### config.mk
export PLATFORM = sky130hd
export DESIGN_NAME = vmiar_ctrl
export DESIGN_NICKNAME = d
export VERILOG_FILES = /design/src/design/vmiar_pkg.sv /design/src/design/vmiar_ctrl.sv
export SDC_FILE = /design/constraint.sdc
export NUM_CORES = 1
export LEC_CHECK = 0
export BUFFER_PORTS_ARGS = -buffer_cell sky130_fd_sc_hd__clkbuf_2
export CORE_AREA = 3 3 40 42
export DETAILED_ROUTE_END_ITERATION = 10
export DIE_AREA = 0 0 43 45
export GPL_ROUTABILITY_DRIVEN = 0
export PLACE_DENSITY_LB_ADDON = 0.2
export SYNTH_ARGS = -nofsm -noshare
export SYNTH_HDL_FRONTEND = slang
export SYNTH_SLANG_ARGS = --single-unit
### constraint.sdc
create_clock -name clk -period 1.7 [get_ports clk]
set_input_delay 0.34 -clock clk [delete_from_list [all_inputs] [get_ports clk]]
set_output_delay 0.34 -clock clk [all_outputs]
set_load 0.1 [all_outputs]
### src/design/vmiar_pkg.sv
`timescale 1ns / 1ps
// Shared types and constants for the exit-event audit ring.
// No dependencies; the controller, datapath, top level and checker import this package.
package vmiar_pkg;

  // Field widths fixed by the item format
  localparam int CMD_W    = 1;
  localparam int REASON_W = 32;
  localparam int IDX_W    = 6;
  localparam int INV_W    = 4;
  localparam int ACT_W    = INV_W + 1;
  localparam int SEQ_W    = 48;
  localparam int TS_W     = 64;
  localparam int STORED_W = 7;

  // Default number of ring slots
  localparam int RING_DEPTH_DEF = 64;

  // Saturation point of the sequence counter
  localparam logic [SEQ_W-1:0] SEQ_MAX = '1;

  // Item opcodes
  localparam logic [CMD_W-1:0] CMD_EVENT = 1'b0;
  localparam logic [CMD_W-1:0] CMD_READ  = 1'b1;

  // One ring record
  typedef struct packed {
    logic [SEQ_W-1:0]    seq;
    logic [TS_W-1:0]     ts;
    logic [REASON_W-1:0] reason;
    logic [INV_W-1:0]    inv;
    logic [ACT_W-1:0]    act;
  } record_t;

  localparam int REC_W = $bits(record_t);

  // Commands from the controller to the datapath
  typedef struct packed {
    logic advance;    // an item was accepted: tick the timestamp
    logic log_event;  // exit event: count, write ring, load result
    logic rd_issue;   // read: start ring read, latch hit flag
    logic load_read;  // load the read result into the output register
  } ctrl_cmd_t;

endpackage

### src/design/vmiar_ctrl.sv
`timescale 1ns / 1ps
// Controller: input handshake, read sequencing and output valid.
// Depends on vmiar_pkg.
module vmiar_ctrl (
  input  logic                clk,
  input  logic                rst,
  input  logic                in_valid,
  input  logic                cmd,
  input  logic                out_stall,
  output logic                in_stall,
  output logic                out_valid,
  output vmiar_pkg::ctrl_cmd_t ctl
);
  import vmiar_pkg::*;

  typedef enum logic [1:0] {
    ST_IDLE = 2'b01,
    ST_READ = 2'b10
  } state_t;

  state_t state;
  state_t state_next;
  logic   out_free;
  logic   accept;
  logic   out_valid_next;

  // Take an item only when idle and the output register frees up
  assign out_free = !out_valid || !out_stall;
  assign in_stall = !((state == ST_IDLE) && out_free);
  assign accept   = in_valid && !in_stall;

  // Issue datapath commands
  always_comb begin
    ctl.advance   = accept;
    ctl.log_event = accept && (cmd == CMD_EVENT);
    ctl.rd_issue  = accept && (cmd == CMD_READ);
    ctl.load_read = (state == ST_READ) && out_free;
  end

  // Advance the state
  always_comb begin
    state_next = state;
    case (state)
      ST_IDLE: begin
        if (ctl.rd_issue) begin
          state_next = ST_READ;
        end
      end
      ST_READ: begin
        if (ctl.load_read) begin
          state_next = ST_IDLE;
        end
      end
      default: begin
        state_next = ST_IDLE;
      end
    endcase
  end

  // Drop valid once taken, raise it on a new result
  always_comb begin
    out_valid_next = out_valid;
    if (out_valid && !out_stall) begin
      out_valid_next = 1'b0;
    end
    if (ctl.log_event || ctl.load_read) begin
      out_valid_next = 1'b1;
    end
  end

  always_ff @(posedge clk) begin
    if (rst) begin
      state     <= ST_IDLE;
      out_valid <= 1'b0;
    end else begin
      state     <= state_next;
      out_valid <= out_valid_next;
    end
  end

endmodule

Yosys cells after proc, flatten, opt, wreduce, memory -nomap -nowiden
Index checks and enable logic that the tools add are counted.

word-level totals
  bits of input ports = 5
  flip-flop bits (word level) = 3
  word-level logic and storage cells = 25

operators by class
  bitwise logic cells = 1
  equality and inequality tests = 4
  reductions and logical operators = 13
  mux-type cells = 5

operator list
  cell                number
  $logic_and 1x1->1   6
  $mux 2              2
  $ne 2x2->1 const B  2
  $pmux 2 s2          1
  $logic_not 1->1     3
  $eq 2x1->1 const B  1
  $eq 2x2->1 const B  1
  $logic_or 1x1->1    2
  $mux 1              2
  $reduce_and 2->1    1
  $reduce_bool 2->1   1
  $not 1->1           1

Logic depth before layout (Yosys ltp)
Gate-level depths: netlist of run 1.

  word-level depth = 7
  gate-level depth with buffers = 3

Worst setup path before layout of run 1
OpenSTA, ideal clock, no wires.

  kind = register -> output
  start point = register out_valid
  end point = output ctl[1] in the netlist's numbering
  slack = -1.681 ns
  arrival time = 3.041 ns
  buffers on the path = 0
  cell stages (with the launch flop) = 3
  cell sequence = dfxtp_1 and2_4 nor3_1

RTL lines
  element                 line              text
  from (decl)             vmiar_ctrl.sv:11  output logic out_valid,
  from (signal assigned)  vmiar_ctrl.sv:77  out_valid <= out_valid_next;
  to (decl)               vmiar_ctrl.sv:12  output vmiar_pkg::ctrl_cmd_t ctl

==> results of run 1 <==
-- worst max-delay path, delay by kind of cell (launching register included) --
| family | cells | cell delay (ns) |
|---|---|---|
| and+or+nand+nor | 2 | 0.49 |
| DFF | 1 | 0.34 |
| buffers and inverters | 1 | 0.21 |
-- report_power, final --
| group | internal (mW) | switching, mW | total, mW |
|---|---|---|---|
| Sequential | 0.0739 | 0.00448 | 0.0784 |
| Combinational | 0.0488 | 0.0938 | 0.143 |
| Clock | 0.0878 | 0.0349 | 0.123 |
| Total | 0.211 | 0.133 | 0.344 |
-- cell type report --
type / instances / area (um2)
Multi-Input combinational cell: 17 / 151
Timing Repair Buffer: 10 / 125
Sequential cell: 3 / 63.8
Fill cell: 143 / 900
Tap cell: 15 / 18.8
Clock buffer: 4 / 26.3
-- through the flow --
step / std cells / setup TNS [ns] / area (um2)
3_3_place_gp: 45 / 0 / 359
6_report: 49 / 0 / 385
2_1_floorplan: 21 / -0.567 / 223
5_1_grt: 49 / 0 / 385
4_1_cts: 49 / 0 / 385
3_5_place_dp: 45 / 0 / 359
-- final timing paths --
kind / from / to / slack, ns / cells after the start
setup reg to reg: state[0]$_SDFFE_PP1P_ / state[0]$_SDFFE_PP1P_ / 0.73 / 2
hold reg to reg: out_valid$_SDFFE_PP0P_ / out_valid$_SDFFE_PP0P_ / 0.55 / 2
hold / removal: rst / out_valid$_SDFFE_PP0P_ / 0.32 / 2
setup / recovery: out_valid$_SDFFE_PP0P_ / ctl[2] / 0.09 / 3
-- cell families after synthesis --
family	synth area share
flops	0.306
simple gates	0.529
compound gates	0.127
buf+inv	0.0382
-- synth_stat cells, drive strengths merged --
cell / instances
dfxtp: 3
nand2: 3
nand2b: 2
a31oi: 1
and2: 1
and3: 1
buf: 1
nand3b: 1
nand4b: 1
nand4bb: 1
nor2: 1
nor2b: 1
nor3: 1
nor4b: 1
o32a: 1
o32ai: 1
-- registers in the layout (all words and copies together), names as in the netlist --
| signal | cells |
|---|---|
| state | 2 |
| out_valid | 1 |
-- placed cells by master (no fill, tap or decap) --
cell type,count
dfxtp_1,2
a31oi_1,1
nand2b_1,1
nand4bb_1,1
clkbuf_4,3
o32a_1,1
nor2_2,1
and2_4,1
nand2b_4,1
clkbuf_2,5
and3_1,1
o32ai_1,1
nor3_4,1
nor4b_4,1
dfxtp_4,1
nand3b_1,1
clkbuf_1,1
nand4b_1,1
nor2b_1,1
buf_12,5
nand2_1,3
-- layer usage --
| layer | share of wire | vias up | GRT usage |
|---|---|---|---|
| met5 | 0 | - | 0 |
| met4 | 0 | 0 | 0.0542 |
| met3 | 0.068 | 0 | 0.0438 |
| met2 | 0.55 | 4 | 0.0958 |
| met1 | 0.38 | 98 | 0.0700 |
| li1 | - | 106 | - |
==> summary.md, run 1 <==
• **wire length after detailed routing** 500 um
• **largest net degree at the start of global routing** 6
• **wire per inst** 10.2 um
• **post-route ant nets** 0
• **half-perimeter wire length after placement** 412 um
• **Worst-path clk slew** 0.03 ns
• **total power draw** 0.344 mW
• **H-tree depth reported by CTS** 1
• **CP Launch Type** register
• **kind of critical path** register to output port
• **Power per Cell Area** 892 nW/um2
• **count of input and output buffers** 10
• **Max Root-Sink Buffers** 2
• **final clock period utilization by the worst path** 0.948
• **die width** 43 um
• **post-CTS repair timing setup buffer count** 0
• **Post-Syn Nets** 26
• **final worst setup slack** 0.0882 ns
• **vias** 208
• **Rows** 13
• **setup clock skew after layout** 0.00203 ns
• **CP Data Required Time** 1.36 ns
• **share of post-route cells with drive strength above 1** 0.559
• **number of antenna violations at the first check in global routing** 0
• **signal arrival time at the worst endpoint** 1.27 ns
• **wire length of the first global-routing pass** 931 um
• **Antenna Cells** 0
• **area of the mapped netlist** 196 um2
• **leading post-synthesis cells by cell area** dfxtp_1 31%, nor4b_2 7.6%, nand2b_4 7.0%, nand2_1 5.7%, nand4bb_1 5.7%
• **CP Capture Type** output port
• **global routing usage summed across all routing layers** 0.0675
• **number of clock sinks** 3
• **RSZ-0062 raised after global routing** false
• **global route total overflow** 0
• **initial core utilization** 0.153
• **number of distinct library cells after synthesis** 17
• **highest net fanout along the worst path** 5
• **Root Driver** clkbuf_4
• **worst hold path type** primary input to register
• **total core area** 1280 um2
• **flip-flop and latch count after synthesis** 3
• **Mapped Avg Cell Area** 9.35 um2
• **number of hold buffers added after CTS** 0
• **Area Growth Syn to Fin** 96.2%
• **final core area utilization** 0.300
• **post-detailed-route DRC marker count** 0
• **DRT Pass-1 Iters** 2
• **per-cell via count in the routed design** 4.24
• **setup violators final** 0
• **TritonCTS clock tree** done
• **boundary pin count** 11
• **Net count, final** 40
• **minimum setup slack after placement** 0.192 ns
• **Tightest Pin Transition** 0.539 ns
• **number of hold-slack violations in the final timing report** 0
• **share of the synthesized area in the top cell type** 0.306
• **Min Clock Period, post-route** 1.61 ns
• **y dimension of the die** 45 um
• **outcome** completed
• **VDD IR-drop max** 0.333 mV
• **worst-skew pair later-pin latency** 0.23 ns
• **TritonCTS buffer count** 3
• **DRT iter0 DRCs** 2
• **via count of the first global-routing pass** 222
• **Largest stage delay, worst path** 0.34 ns
• **cell breakdown of the critical path** and2_4 > nor4b_4 > buf_12
• **number of warnings issued by yosys** 0
• **max capacitance violation total** 0
• **Post-Synthesis Cells** 21
• **post-synthesis sequential area ratio** 0.306
• **Resized Gates After CTS** 0
• **total die area** 1940 um2
• **Slowest cell on crit path** dfxtp_4
• **worst relative slew slack** 0.642
• **worst hold-check slack** 0.319 ns
• **top cell type by total area after synthesis** dfxtp_1
• **highest attainable clock frequency** 620 MHz
• **number of max-slew violations in the final report** 0
• **P_leak** 0.156 nW
No activity file was read; power rests on OpenSTA's default activity.
==> inputs of run 2 (changes only) <==
--- a/config.mk
+++ b/config.mk
@@ -11,6 +11,7 @@
 export DIE_AREA = 0 0 43 45
 export GPL_ROUTABILITY_DRIVEN = 0
 export PLACE_DENSITY_LB_ADDON = 0.2
+export SETUP_SLACK_MARGIN = 0.1
 export SYNTH_ARGS = -nofsm -noshare
 export SYNTH_HDL_FRONTEND = slang
 export SYNTH_SLANG_ARGS = --single-unit
==> run 2 against run 1 <==
  * Combinational power rose by 9%
  * Total power up 3.8%
  * Hold slack barely moved
  * Clock-buffer cell count did not move
  * Global-route usage up 0.42 points
  * Die area unchanged
  * First-iteration DRC count stayed put
  * Via count rose by 9.1%
  * Critical path type unchanged
  * Critical endpoint unchanged
  * Largest power group unchanged
==> summary.md, run 2 (synthesis results as in run 1) <==
• **number of hold buffers added after CTS** 0, unchanged
• **Area Growth Syn to Fin** 118%
• **setup clock skew after layout** 0.000571 ns, -0.00146 ns
• **y dimension of the die** 45 um, unchanged
• **number of clock sinks** 3, unchanged
• **top library cells by usage in the layout, fill and taps aside** 6 x buf_12, 5 x clkbuf_2, 3 x clkbuf_4
• **number of max-slew violations in the final report** 0, unchanged
• **H-tree depth reported by CTS** 1, unchanged
• **Max Root-Sink Buffers** 2, unchanged
• **DRT iter0 DRCs** 2, unchanged
• **global routing usage summed across all routing layers** 0.0717, +0.00417
• **highest attainable clock frequency** 626 MHz, +0.86%
• **post-detailed-route DRC marker count** 0, unchanged
• **per-cell via count in the routed design** 4.37, +2.8%
• **boundary pin count** 11, unchanged
• **number of hold-slack violations in the final timing report** 0, unchanged
• **Power per Cell Area** 833 nW/um2, -6.6%
• **half-perimeter wire length after placement** 401 um, -2.8%
• **worst relative slew slack** 0.641, -0.000798
• **Tightest Pin Transition** 0.540 ns, +0.00120 ns
• **total die area** 1940 um2, unchanged
• **initial core utilization** 0.153, unchanged
• **worst hold path type** primary input to register
• **post-route ant nets** 0, unchanged
• **most common library cell in the layout ignoring fill and taps** buf_12
• **Slowest cell on crit path** dfxtp_4
• **worst-skew pair later-pin latency** 0.23 ns, about the same
• **CP Capture Type** output port
• **setup violators final** 0, unchanged
• **DRT Pass-1 Iters** 4, +2
• **worst hold-check slack** 0.319 ns, -0.0000590 ns
• **wire length after detailed routing** 541 um, +8.2%
• **share of post-route cells with drive strength above 1** 0.703, +0.144
• **final clock period utilization by the worst path** 0.940, -0.00812
• **Net count, final** 43, +7.5%
• **fraction of power spent switching nets** 0.381, -0.00678
• **wire length of the first global-routing pass** 1.01 mm, +8.9%
• **RSZ-0062 raised after global routing** true
• **largest registers ranked by flip-flop count** state x2, out_valid x1
• **TritonCTS buffer count** 3, unchanged
• **final core area utilization** 0.333, +0.0331
• **final non-filler cell total** 52, +6.1%
• **count of input and output buffers** 10, unchanged
• **Root Driver** clkbuf_4
• **outcome** completed
• **number of inserted filler cells in the final layout** 133, -7.0%
• **signal arrival time at the worst endpoint** 1.26 ns, about the same
• **net switching power figure** 0.136 mW, +1.9%
• **VDD IR-drop max** 0.279 mV, -16%
• **register ranked first by flip-flop count** state
• **Min Clock Period, post-route** 1.60 ns, -0.0138 ns
• **Cell Area, Placed** 362 um2, +0.70%
• **cell breakdown of the critical path** and2_4 > nor4b_4 > buf_12
• **minimum setup slack after placement** 0.193 ns, +0.000371 ns
• **Finished Cell Area** 428 um2, +11%
• **number of antenna violations at the first check in global routing** 0, unchanged
• **max capacitance violation total** 0, unchanged
• **kind of critical path** register to output port
• **final total negative setup slack** 0 ns, unchanged
• **part of the total power dissipated in sequential elements** 0.220, -0.008
• **total core area** 1280 um2, unchanged
• **via count of the first global-routing pass** 242, +9.0%
• **final worst setup slack** 0.102 ns, +0.0138 ns
• **vias** 227, +9.1%
• **flip-flop count of the largest register after layout** 2, unchanged
• **cell count after placement** 45, unchanged
• **die width** 43 um, unchanged
• **cell internal pwr** 0.221 mW, +4.9%
• **P_leak** 0.177 nW, +14%
• **part of the total power dissipated in the clock network** 0.343, -0.014
• **number of buffer and inverter instances along the worst setup path** 1, unchanged
• **gate family responsible for the most delay along the worst path** simple AND/OR/NAND/NOR gates
• **CP Data Required Time** 1.36 ns, about the same
• **Largest stage delay, worst path** 0.34 ns, about the same
• **largest net degree at the start of global routing** 6, unchanged
• **global route total overflow** 0, unchanged
• **total power draw** 0.357 mW, +3.8%
• **wire per inst** 10.4 um, +2.0%
• **highest net fanout along the worst path** 4, -1
• **Rows** 13, unchanged
• **share of total power in combinational logic** 0.437, +0.022
• **Antenna Cells** 0, unchanged
• **Worst-path clk slew** 0.04 ns, about the same
• **CP Launch Type** register
• **TritonCTS clock tree** done
## run 2: cell count changes in the layout (fill, tap and decap cells not counted)
cell / delta
nor2b_1: -1
dfxtp_2: +2
dfxtp_1: -2
buf_4: +2
nor2b_2: +1
nand2_2: +1
nand2_1: -1
buf_12: +1
## run 2: layout make-up
| type | instances | area [um2] | area share |
|---|---|---|---|
| repair buffers | 13 | 160 | 0.374 |
| multi-input cells | 17 | 156 | 0.365 |
| flip-flops and latches | 3 | 66.3 | 0.155 |
| clock buffers | 4 | 26.3 | 0.0614 |
| well taps | 15 | 18.8 | 0.0439 |
## run 2: repair_timing
action	4_1_cts	5_1_grt
setup buffers	2	1
resized for setup	2	1
pin swaps	1	2
setup endpoints to repair	2	3
## run 2: worst paths after layout
kind                                              from                      to  slack (ns)  cells past startpoint
worst max-delay path            out_valid$_SDFFE_PP0P_                  ctl[2]        0.10                      3
worst min-delay path                               rst  out_valid$_SDFFE_PP0P_        0.32                      2
worst max register to register   state[1]$_SDFFE_PP0P_   state[0]$_SDFFE_PP1P_        0.65                      3
worst min register to register   state[0]$_SDFFE_PP1P_  out_valid$_SDFFE_PP0P_        0.57                      2
## run 2: layer usage
metal | GRT usage | wire length [um] | vias to the layer above
met2 | 0.111 | 302 | 4
met1 | 0.0797 | 218 | 107
met4 | 0.0542 | 0 | 0
met3 | 0.0279 | 20 | 0
li1 | - | - | 116
met5 | 0 | 0 | -
## run 2: power groups by stage
stage / Clock, mW / Combinational (mW) / Sequential, mW
final: 0.122 / 0.156 / 0.0784
after global routing: 0.136 / 0.162 / 0.0790
after CTS: 0.133 / 0.155 / 0.0780
after detailed placement: 0 / 0.145 / 0.0789
after global placement: 0 / 0.144 / 0.0789
after floorplan: 0 / 0.0881 / 0.0890
